[src/hdl/uep_pkg.sv]
// shared types, constants and helper functions of the url percent encoder
package uep_pkg;

    localparam int COUNT_WIDTH_DEF = 16;
    localparam int QUEUE_DEPTH     = 4;

    // what the back end has to emit for one queued command
    localparam logic [1:0] KIND_NONE  = 2'd0;  // end marker only
    localparam logic [1:0] KIND_PLAIN = 2'd1;  // byte passes through
    localparam logic [1:0] KIND_ESC   = 2'd2;  // percent and two hex digits

    localparam logic [1:0] ESC_LAST_PHASE = 2'd2;

    // configuration register indexes
    localparam logic REG_MODE  = 1'b0;
    localparam logic REG_LIMIT = 1'b1;

    localparam logic [7:0] PCT_CHAR   = 8'h25;
    localparam logic [7:0] CTRL_LIMIT = 8'd32;
    localparam logic [7:0] ASCII_MAX  = 8'd127;
    localparam logic [3:0] NIBBLE_MASK = 4'hF;

    // escape bitmaps, bit i covers character 32 + i
    localparam logic [95:0] FULL_TABLE = 96'hB800_0001_7800_0000_5000_0025;
    localparam logic [95:0] COMP_TABLE = 96'hB800_0001_7800_0001_FC00_987D;

    typedef struct packed {
        logic [7:0] data;
        logic [1:0] kind;
        logic       last;
        logic       trunc;
    } t_cmd;

    function automatic logic needs_escape(input logic [7:0] b, input logic mode);
        logic [6:0]  idx;
        logic [95:0] tab;
        idx = 7'(b - CTRL_LIMIT);
        tab = mode ? COMP_TABLE : FULL_TABLE;
        if (b < CTRL_LIMIT || b > ASCII_MAX) begin
            return 1'b1;
        end
        return tab[idx];
    endfunction

    // upper-case hex digit
    function automatic logic [7:0] hex_char(input logic [3:0] n);
        if (n < 4'd10) begin
            return 8'h30 + {4'h0, n};
        end
        return 8'h37 + {4'h0, n};
    endfunction

endpackage

[src/hdl/uep_front.sv]
// front end: classifies each byte, applies the output limit, keeps stream state
module uep_front import uep_pkg::*; #(
    parameter int COUNT_WIDTH = COUNT_WIDTH_DEF
) (
    input  logic                   i_clk,
    input  logic                   i_rst_n,
    input  logic                   i_mode,
    input  logic [15:0]            i_limit,
    input  logic [7:0]             i_in_byte,
    input  logic                   i_last_in,
    input  logic                   i_accept,
    output logic                   o_push,
    output t_cmd                   o_cmd,
    output logic [COUNT_WIDTH-1:0] o_base
);

    localparam logic [32:0] CMAX = (33'd1 << COUNT_WIDTH) - 33'd1;

    logic [COUNT_WIDTH-1:0] r_cnt, n_cnt;
    logic                   r_stopped, n_stopped;
    logic                   r_dropped, n_dropped;

    logic [32:0]            lim_w;
    logic [COUNT_WIDTH-1:0] lim;
    logic                   esc;
    logic                   fit;
    logic                   emit;
    logic                   drop_now;

    // clip the limit to what the counter can hold
    assign lim_w = (33'(i_limit) > CMAX) ? CMAX : 33'(i_limit);
    assign lim   = COUNT_WIDTH'(lim_w);

    assign esc = needs_escape(i_in_byte, i_mode);

    always_comb begin
        if (esc) begin
            fit = ({2'b00, r_cnt} + (COUNT_WIDTH+2)'(3)) <= {2'b00, lim};
        end else begin
            fit = r_cnt < lim;
        end
    end

    assign emit     = !r_stopped && fit;
    assign drop_now = !emit;

    assign o_cmd.data  = i_in_byte;
    assign o_cmd.kind  = emit ? (esc ? KIND_ESC : KIND_PLAIN) : KIND_NONE;
    assign o_cmd.last  = i_last_in;
    assign o_cmd.trunc = r_dropped | drop_now;
    assign o_base      = r_cnt;
    assign o_push      = i_accept && (emit || i_last_in);

    always_comb begin
        n_cnt     = r_cnt;
        n_stopped = r_stopped;
        n_dropped = r_dropped;
        if (i_accept) begin
            if (i_last_in) begin
                n_cnt     = '0;
                n_stopped = 1'b0;
                n_dropped = 1'b0;
            end else begin
                if (emit) begin
                    n_cnt = r_cnt + (esc ? COUNT_WIDTH'(3) : COUNT_WIDTH'(1));
                end
                n_stopped = r_stopped | drop_now;
                n_dropped = r_dropped | drop_now;
            end
        end
    end

    always_ff @(posedge i_clk) begin
        if (!i_rst_n) begin
            r_cnt     <= '0;
            r_stopped <= 1'b0;
            r_dropped <= 1'b0;
        end else begin
            r_cnt     <= n_cnt;
            r_stopped <= n_stopped;
            r_dropped <= n_dropped;
        end
    end

endmodule

[src/hdl/uep_queue.sv]
// small register queue between front end and back end
module uep_queue #(
    parameter int WIDTH = 8,
    parameter int DEPTH = 4
) (
    input  logic             i_clk,
    input  logic             i_rst_n,
    input  logic             i_push,
    input  logic [WIDTH-1:0] i_wdata,
    output logic             o_full,
    input  logic             i_pop,
    output logic [WIDTH-1:0] o_rdata,
    output logic             o_empty
);

    localparam int PTR_W = (DEPTH > 1) ? $clog2(DEPTH) : 1;
    localparam int CNT_W = $clog2(DEPTH + 1);
    localparam logic [PTR_W-1:0] PTR_LAST = PTR_W'(DEPTH - 1);

    logic [WIDTH-1:0] r_mem [DEPTH];
    logic [PTR_W-1:0] r_wr, n_wr;
    logic [PTR_W-1:0] r_rd, n_rd;
    logic [CNT_W-1:0] r_cnt, n_cnt;
    logic             do_push;
    logic             do_pop;

    assign o_full  = (r_cnt == CNT_W'(DEPTH));
    assign o_empty = (r_cnt == '0);
    assign o_rdata = r_mem[r_rd];

    assign do_push = i_push && !o_full;
    assign do_pop  = i_pop && !o_empty;

    always_comb begin
        n_wr  = r_wr;
        n_rd  = r_rd;
        n_cnt = r_cnt;
        if (do_push) begin
            n_wr = (r_wr == PTR_LAST) ? '0 : r_wr + PTR_W'(1);
        end
        if (do_pop) begin
            n_rd = (r_rd == PTR_LAST) ? '0 : r_rd + PTR_W'(1);
        end
        if (do_push && !do_pop) begin
            n_cnt = r_cnt + CNT_W'(1);
        end else if (do_pop && !do_push) begin
            n_cnt = r_cnt - CNT_W'(1);
        end
    end

    always_ff @(posedge i_clk) begin
        if (!i_rst_n) begin
            r_wr  <= '0;
            r_rd  <= '0;
            r_cnt <= '0;
        end else begin
            r_wr  <= n_wr;
            r_rd  <= n_rd;
            r_cnt <= n_cnt;
        end
    end

    always_ff @(posedge i_clk) begin
        if (do_push) begin
            r_mem[r_wr] <= i_wdata;
        end
    end

endmodule

[src/hdl/uep_back.sv]
// back end: expands queued commands into output words behind an output register
module uep_back import uep_pkg::*; #(
    parameter int COUNT_WIDTH = COUNT_WIDTH_DEF
) (
    input  logic                   i_clk,
    input  logic                   i_rst_n,
    input  logic                   i_head_valid,
    input  t_cmd                   i_head,
    input  logic [COUNT_WIDTH-1:0] i_base,
    output logic                   o_head_pop,
    input  logic                   pop,
    output logic                   empty,
    output logic [7:0]             o_out_byte,
    output logic                   o_byte_valid,
    output logic                   o_end_of_stream,
    output logic [15:0]            o_bytes_written,
    output logic                   o_was_truncated
);

    logic [1:0]             r_phase, n_phase;
    logic                   r_out_valid, n_out_valid;
    logic [7:0]             r_byte;
    logic                   r_bvalid;
    logic                   r_eos;
    logic [COUNT_WIDTH-1:0] r_cnt;
    logic                   r_trunc;

    logic [7:0]             w_byte;
    logic                   w_bvalid;
    logic [COUNT_WIDTH-1:0] w_cnt;
    logic                   w_final;
    logic                   load;

    // word for the current phase of the head command
    always_comb begin
        w_byte   = 8'h00;
        w_bvalid = 1'b0;
        w_cnt    = i_base;
        w_final  = 1'b1;
        unique case (i_head.kind)
            KIND_ESC: begin
                w_bvalid = 1'b1;
                w_cnt    = i_base + COUNT_WIDTH'(r_phase) + COUNT_WIDTH'(1);
                w_final  = (r_phase == ESC_LAST_PHASE);
                if (r_phase == 2'd0) begin
                    w_byte = PCT_CHAR;
                end else if (r_phase == 2'd1) begin
                    w_byte = hex_char(i_head.data[7:4] & NIBBLE_MASK);
                end else begin
                    w_byte = hex_char(i_head.data[3:0] & NIBBLE_MASK);
                end
            end
            KIND_PLAIN: begin
                w_byte   = i_head.data;
                w_bvalid = 1'b1;
                w_cnt    = i_base + COUNT_WIDTH'(1);
            end
            default: begin
                // end marker
                w_byte   = 8'h00;
                w_bvalid = 1'b0;
            end
        endcase
    end

    assign load       = i_head_valid && (!r_out_valid || pop);
    assign o_head_pop = load && w_final;

    always_comb begin
        n_phase     = r_phase;
        n_out_valid = r_out_valid;
        if (load) begin
            n_phase     = w_final ? 2'd0 : r_phase + 2'd1;
            n_out_valid = 1'b1;
        end else if (pop) begin
            n_out_valid = 1'b0;
        end
    end

    always_ff @(posedge i_clk) begin
        if (!i_rst_n) begin
            r_phase     <= 2'd0;
            r_out_valid <= 1'b0;
        end else begin
            r_phase     <= n_phase;
            r_out_valid <= n_out_valid;
        end
    end

    always_ff @(posedge i_clk) begin
        if (load) begin
            r_byte   <= w_byte;
            r_bvalid <= w_bvalid;
            r_eos    <= i_head.last && w_final;
            r_cnt    <= w_cnt;
            r_trunc  <= i_head.trunc;
        end
    end

    assign empty           = !r_out_valid;
    assign o_out_byte      = r_byte;
    assign o_byte_valid    = r_bvalid;
    assign o_end_of_stream = r_eos;
    assign o_bytes_written = 16'(r_cnt);
    assign o_was_truncated = r_trunc;

endmodule

[src/hdl/url_percent_encoder.sv]
// top level of the streaming url percent encoder
//
// usage
//   input channel: drive i_in_byte and i_last_in with push high; a word is
//   taken at each clock edge where push is high and full is low. i_last_in
//   marks the final byte of a string.
//   result channel: while empty is low the oldest result word sits on the
//   o_ ports; pop high takes it at the clock edge. a plain byte gives one
//   word, an escaped byte gives '%' and two upper-case hex digits. the last
//   byte's final word carries o_end_of_stream; if that byte gave nothing, a
//   lone end marker word with o_byte_valid low is sent instead.
//   config: apb port, component_mode at 0x0, out_limit at 0x4; write only
//   while the block is idle.
// flow
//   a taken word passes the command queue and the output register before
//   its first result word shows. the front end takes one byte per cycle
//   while full is low into a 4-entry command queue; the back end drains
//   one word per cycle while pop is high; escaped bytes take three words.
// reset and stall
//   synchronous active-low reset clears the stream count and flags, the queue
//   and the output register; component_mode goes to 0, out_limit to 65535.
//   a stalled receiver holds the output word, the queue fills, then full rises.
module url_percent_encoder import uep_pkg::*; #(
    parameter int COUNT_WIDTH = COUNT_WIDTH_DEF
) (
    input  logic        i_clk,
    input  logic        i_rst_n,
    // input words
    input  logic        push,
    output logic        full,
    input  logic [7:0]  i_in_byte,
    input  logic        i_last_in,
    // result words
    output logic        empty,
    input  logic        pop,
    output logic [7:0]  o_out_byte,
    output logic        o_byte_valid,
    output logic        o_end_of_stream,
    output logic [15:0] o_bytes_written,
    output logic        o_was_truncated,
    // configuration
    input  logic        psel,
    input  logic        penable,
    input  logic        pwrite,
    input  logic [2:0]  paddr,
    input  logic [31:0] pwdata,
    output logic [31:0] prdata,
    output logic        pready
);

    localparam int CMD_W = $bits(t_cmd) + COUNT_WIDTH;

    // configuration registers
    logic        r_mode;
    logic [15:0] r_limit;
    logic        cfg_wr;

    // front end to queue
    logic                   accept;
    logic                   f_push;
    t_cmd                   f_cmd;
    logic [COUNT_WIDTH-1:0] f_base;

    // queue to back end
    logic [CMD_W-1:0]       q_rdata;
    logic                   q_empty;
    logic                   q_pop;
    t_cmd                   h_cmd;
    logic [COUNT_WIDTH-1:0] h_base;

    // apb register file, no wait states
    assign pready = 1'b1;
    assign cfg_wr = psel && penable && pwrite && pready;

    always_ff @(posedge i_clk) begin
        if (!i_rst_n) begin
            r_mode  <= 1'b0;
            r_limit <= 16'hFFFF;
        end else if (cfg_wr) begin
            unique case (paddr[2])
                REG_MODE:  r_mode  <= pwdata[0];
                REG_LIMIT: r_limit <= pwdata[15:0];
                default:   r_mode  <= r_mode;
            endcase
        end
    end

    always_comb begin
        unique case (paddr[2])
            REG_MODE:  prdata = {31'd0, r_mode};
            REG_LIMIT: prdata = {16'd0, r_limit};
            default:   prdata = 32'd0;
        endcase
    end

    // an input word is taken whenever the command queue has room
    assign accept = push && !full;

    uep_front #(
        .COUNT_WIDTH (COUNT_WIDTH)
    ) u_front (
        .i_clk     (i_clk),
        .i_rst_n   (i_rst_n),
        .i_mode    (r_mode),
        .i_limit   (r_limit),
        .i_in_byte (i_in_byte),
        .i_last_in (i_last_in),
        .i_accept  (accept),
        .o_push    (f_push),
        .o_cmd     (f_cmd),
        .o_base    (f_base)
    );

    // commands that produce no word (dropped mid-stream bytes) never enter
    uep_queue #(
        .WIDTH (CMD_W),
        .DEPTH (QUEUE_DEPTH)
    ) u_queue (
        .i_clk   (i_clk),
        .i_rst_n (i_rst_n),
        .i_push  (f_push),
        .i_wdata ({f_cmd, f_base}),
        .o_full  (full),
        .i_pop   (q_pop),
        .o_rdata (q_rdata),
        .o_empty (q_empty)
    );

    assign h_cmd  = q_rdata[CMD_W-1 -: $bits(t_cmd)];
    assign h_base = q_rdata[COUNT_WIDTH-1:0];

    uep_back #(
        .COUNT_WIDTH (COUNT_WIDTH)
    ) u_back (
        .i_clk           (i_clk),
        .i_rst_n         (i_rst_n),
        .i_head_valid    (!q_empty),
        .i_head          (h_cmd),
        .i_base          (h_base),
        .o_head_pop      (q_pop),
        .pop             (pop),
        .empty           (empty),
        .o_out_byte      (o_out_byte),
        .o_byte_valid    (o_byte_valid),
        .o_end_of_stream (o_end_of_stream),
        .o_bytes_written (o_bytes_written),
        .o_was_truncated (o_was_truncated)
    );

    // a word without a character is always a stream end marker
    a_marker_is_end: assert property (@(posedge i_clk) disable iff (!i_rst_n)
        !empty && !o_byte_valid |-> o_end_of_stream)
        else $error("end marker word without end_of_stream");

    // the count shown never passes the configured limit
    a_count_in_limit: assert property (@(posedge i_clk) disable iff (!i_rst_n)
        !empty |-> o_bytes_written <= r_limit)
        else $error("bytes_written beyond out_limit");

    // within a stream the count steps by one per character word
    a_count_steps: assert property (@(posedge i_clk) disable iff (!i_rst_n)
        pop && !empty && !o_end_of_stream |=> empty ||
        (o_byte_valid && o_bytes_written == 16'($past(o_bytes_written) + 16'd1)) ||
        (!o_byte_valid && o_bytes_written == $past(o_bytes_written)))
        else $error("bytes_written out of sequence");

endmodule

[config.mk]
export PLATFORM = sky130hd
export DESIGN_NAME = url_percent_encoder
export DESIGN_NICKNAME = d
export VERILOG_FILES = /design/src/hdl/uep_pkg.sv /design/src/hdl/uep_front.sv /design/src/hdl/uep_queue.sv /design/src/hdl/uep_back.sv /design/src/hdl/url_percent_encoder.sv
export SDC_FILE = /design/constraint.sdc
export NUM_CORES = 1
export LEC_CHECK = 0
export BUFFER_PORTS_ARGS = -buffer_cell sky130_fd_sc_hd__buf_4
export CAP_MARGIN = 20
export CORE_ASPECT_RATIO = 0.6
export CORE_MARGIN = 8
export CORE_UTILIZATION = 40
export CTS_CLUSTER_DIAMETER = 120
export DETAILED_ROUTE_END_ITERATION = 7
export HOLD_SLACK_MARGIN = 0.1
export SYNTH_ARGS = -nofsm -noshare
export SYNTH_HDL_FRONTEND = slang
export SYNTH_SLANG_ARGS = --single-unit
[constraint.sdc]
create_clock -name i_clk -period 10.9 [get_ports i_clk]
set_input_delay 2.18 -clock i_clk [delete_from_list [all_inputs] [get_ports i_clk]]
set_output_delay 2.18 -clock i_clk [all_outputs]
set_load 0.03 [all_outputs]
==> impl_metrics.tcl <==
set metrics [dict create \
    status "completed" \
    grt_pass1_wl_um 32400 \
    final_area_mm2 0.0107 \
    tritoncts "done" \
    yosysWarningCount 0 \
    finalCritPeriodShare_pct 52.2 \
    drtPass1Iterations 5 \
    vias 6158 \
    wl_um 20600 \
    drtIter0Drc 377 \
    tightest_slew_ns 0.800 \
    cp-end-kind "flop" \
    grt_pass1_vias 5876 \
    syn_inst 779 \
    cts_inserted_buffers 17 \
    nNetsFinal 953 \
    r2r_end "u_queue.r_cnt[2]" \
    timing.max_slew.rel_slack_pct 46.7 \
    synth_top_area_share_pct 45.0 \
    grt_max_degree 34 \
    power-per-cell-area_mw_per_mm2 229 \
    synth_edf_count 139 \
    grt_usage_pct 14.5 \
    cts_htree_levels 4 \
    critPathLaunchType "flop" \
    synth-seq-cells 186 \
    required_ns 11.27 \
    cts_max_path_buffers 2 \
    wl_per_cell_um 17.5 \
    overflow 0 \
    synth_ff_type "edfxtp_1" \
    dp_cells 1143 \
    postRouteAntennaNets 0 \
    drv_slew 0 \
    cp-endpoint "u_queue.r_cnt[2]" \
    min_from "u_front.r_dropped" \
    postCtsHoldBufs 0 \
    diodes 0 \
    drv_cap 0 \
    ys_async_sr_fraction_pct 0 \
    nFillCells 2128 \
    crit_chain "nand2_1, nor2_1, and4_1, nand3_1, nor2_1, nand3_1, xnor2_1, ha_1, nand3_1, nor4_1, nand4b_1, o31ai_1, a221oi_4, nor2_4, ha_1, inv_1, fa_1, xor2_1, or3_1, a21boi_0" \
    critPathLaunch "u_front.o_base[4]" \
    hold_viol_final 0 \
    p_leak_uw 0.00415 \
    routabilityCongestion 0.809 \
    worstPathBufferInverterCount 1 \
    yosysMostFrequentCell "edfxtp_1" \
    insertion_delay_ns 0.44 \
    final_cells 1177 \
    cts_resized 0 \
    core_mm2 0.0229 \
    fmax_mhz 176 \
    final_layout_size_suffix_gt1_share_pct 17.9 \
    area_growth_pct 15.7 \
    cp.depth 20 \
    ctsRootBufferMaster "clkbuf_16" \
    avgViaCountPerCell 5.23 \
    fp.dieH_um 134 \
    vdd_drop_max_v 0.000136 \
    boundaryPins 113 \
    yosys.area.top_type "edfxtp_1" \
    hold-worst-slack_ns 0.479 \
    arrival_ns 6.06 \
    slowest_stage "dfxtp_1" \
    slowest_delay_ns 0.65 \
    antenna_found_initial 0 \
    worstReg2RegStart "u_front.o_base[4]" \
    avgSynthCellArea_um2 11.9 \
    path_delay_family "simple AND/OR/NAND/NOR gates" \
    hold_class "flop to flop" \
    placed_cell_area_mm2 0.0101 \
    hpwl_um 14700 \
    grt_setup_unrepaired "false" \
    path_clk_slew_ns 0.07 \
    crit_type "flop to flop" \
    layout_min_cycle_time_ns 5.69 \
    tns_ns 0 \
    route.detailed.drc 0 \
    synth-seq-area-share_pct 55.1 \
    die-area_mm2 0.0285 \
    yosysUniqueCellTypes 64 \
    final_critical_path_setup_slack_ns 5.21 \
    pre_cts_ws_ns 5.21 \
    synthTopCellsByCount "edfxtp_1 (139), nor2_1 (75), nand2_1 (69), ha_1 (50), dfxtp_1 (47)" \
    fp.dieW_um 213 \
    critPathMaxFanout 24 \
    cp_common_cell "nand3_1" \
    row_count 43 \
    post-cts-setup-buffers 0 \
    finClkSkew_ns 0.00972 \
    port-buffer-count 77 \
    ys_top_cells_by_area "edfxtp_1 (45%), dfxtp_1 (10%), ha_1 (6.7%), mux4_2 (6.6%), nor2_1 (3.0%)" \
    reg2regPathDepth 20 \
    cts.sinks 186 \
    rrSetupSlack_ns 5.21 \
    syn_area_mm2 0.00928 \
    start_util_pct 40.5 \
    setup_viol 0 \
]
layer usage:
metal | vias to the layer above | GRT usage [%] | wire length [um]
met5 | - | 0 | 0
met4 | 0 | 3.63 | 190
met3 | 19 | 3.89 | 1080
met2 | 156 | 20.3 | 8670
met1 | 2998 | 21.9 | 10600
li1 | 2985 | - | -
final cells by class:
class	count	area (um2)	area share, %
Clock buffer	19	453	4.22
Clock inverter	13	159	1.48
Inverter	46	173	1.61
Multi-Input combinational cell	518	3820	35.6
Sequential cell	186	5120	47.7
Tap cell	315	394	3.67
Timing Repair Buffer	80	621	5.78
power by group:
part           total [uW]  switching, uW  internal, uW
Sequential            963           53.7           909
Clock                 628            290           338
Combinational         872            545           326
Total                2460            889          1570
state kept, by name (all words and copies together) (netlist names), named ones only:
signal                  count
u_queue.r_wr                2
u_queue.r_cnt               3
u_front.o_base             16
r_limit                    16
u_back.o_end_of_stream      1
u_front.r_dropped           1
u_back.o_out_byte           8
u_back.r_phase              2
u_back.o_was_truncated      1
r_mode                      1
u_back.o_byte_valid         1
u_back.r_out_valid          1
u_queue.r_rd                2
u_back.o_bytes_written     16
u_front.r_stopped           1
u_queue.r_mem             112
placed cells by master, fill, tap and decap left out, types with 6 or more instances in the layout:
cell / n
edfxtp_1: 139
buf_4: 78
nor2_1: 74
nand2_1: 69
ha_1: 50
inv_1: 46
dfxtp_1: 45
a21oi_1: 34
o21ai_0: 34
mux4_2: 27
o211ai_1: 19
conb_1: 17
clkbuf_16: 17
nand3_1: 14
xnor2_1: 14
and2_1: 12
xor2_1: 11
nand2b_1: 10
nor2b_1: 8
a31oi_1: 8
nor3_1: 7
and3_1: 7
nand4_1: 7
mux2i_1: 6
a41o_1: 6
o21ai_1: 6
logic make-up after synthesis:
logic type      after synthesis  share of synthesized area (%)
other cells                   2                         0.0809
flops                       186                           55.1
buf+inv                      90                           4.54
xor+xnor                     25                           2.36
fa+ha+maj                    53                           7.39
compound gates              150                           10.6
simple gates                237                           12.4
mux                          36                           7.56
worst min path at each step:
stage	end	slack, ns	cells past startpoint
floorplan	u_front.r_dropped	0.43	2
global placement	u_front.r_dropped	0.45	2
detailed placement	u_front.r_dropped	0.46	2
CTS	u_front.r_dropped	0.48	2
global route	u_front.r_dropped	0.50	2
finish	u_front.r_dropped	0.48	2
worst register-to-register path: cells and delay by family (launching register included):
| kind | cells | cell delay (ns) |
|---|---|---|
| compound gates | 3 | 0.63 |
| xor+xnor | 2 | 0.34 |
| fa+ha+maj | 3 | 1.00 |
| buf+inv | 1 | 0.06 |
| flops | 1 | 0.65 |
| simple gates | 11 | 2.94 |
stage by stage:
stage / total power, uW / utilization [%]
5_1_grt: 2600 / 46.9
4_1_cts: 2480 / 46.7
2_1_floorplan: 1580 / -
3_5_place_dp: 1840 / 44.0
6_report: 2460 / 46.9
3_3_place_gp: 1830 / 44.0
Note: power is estimated with default switching activity, not from simulation.
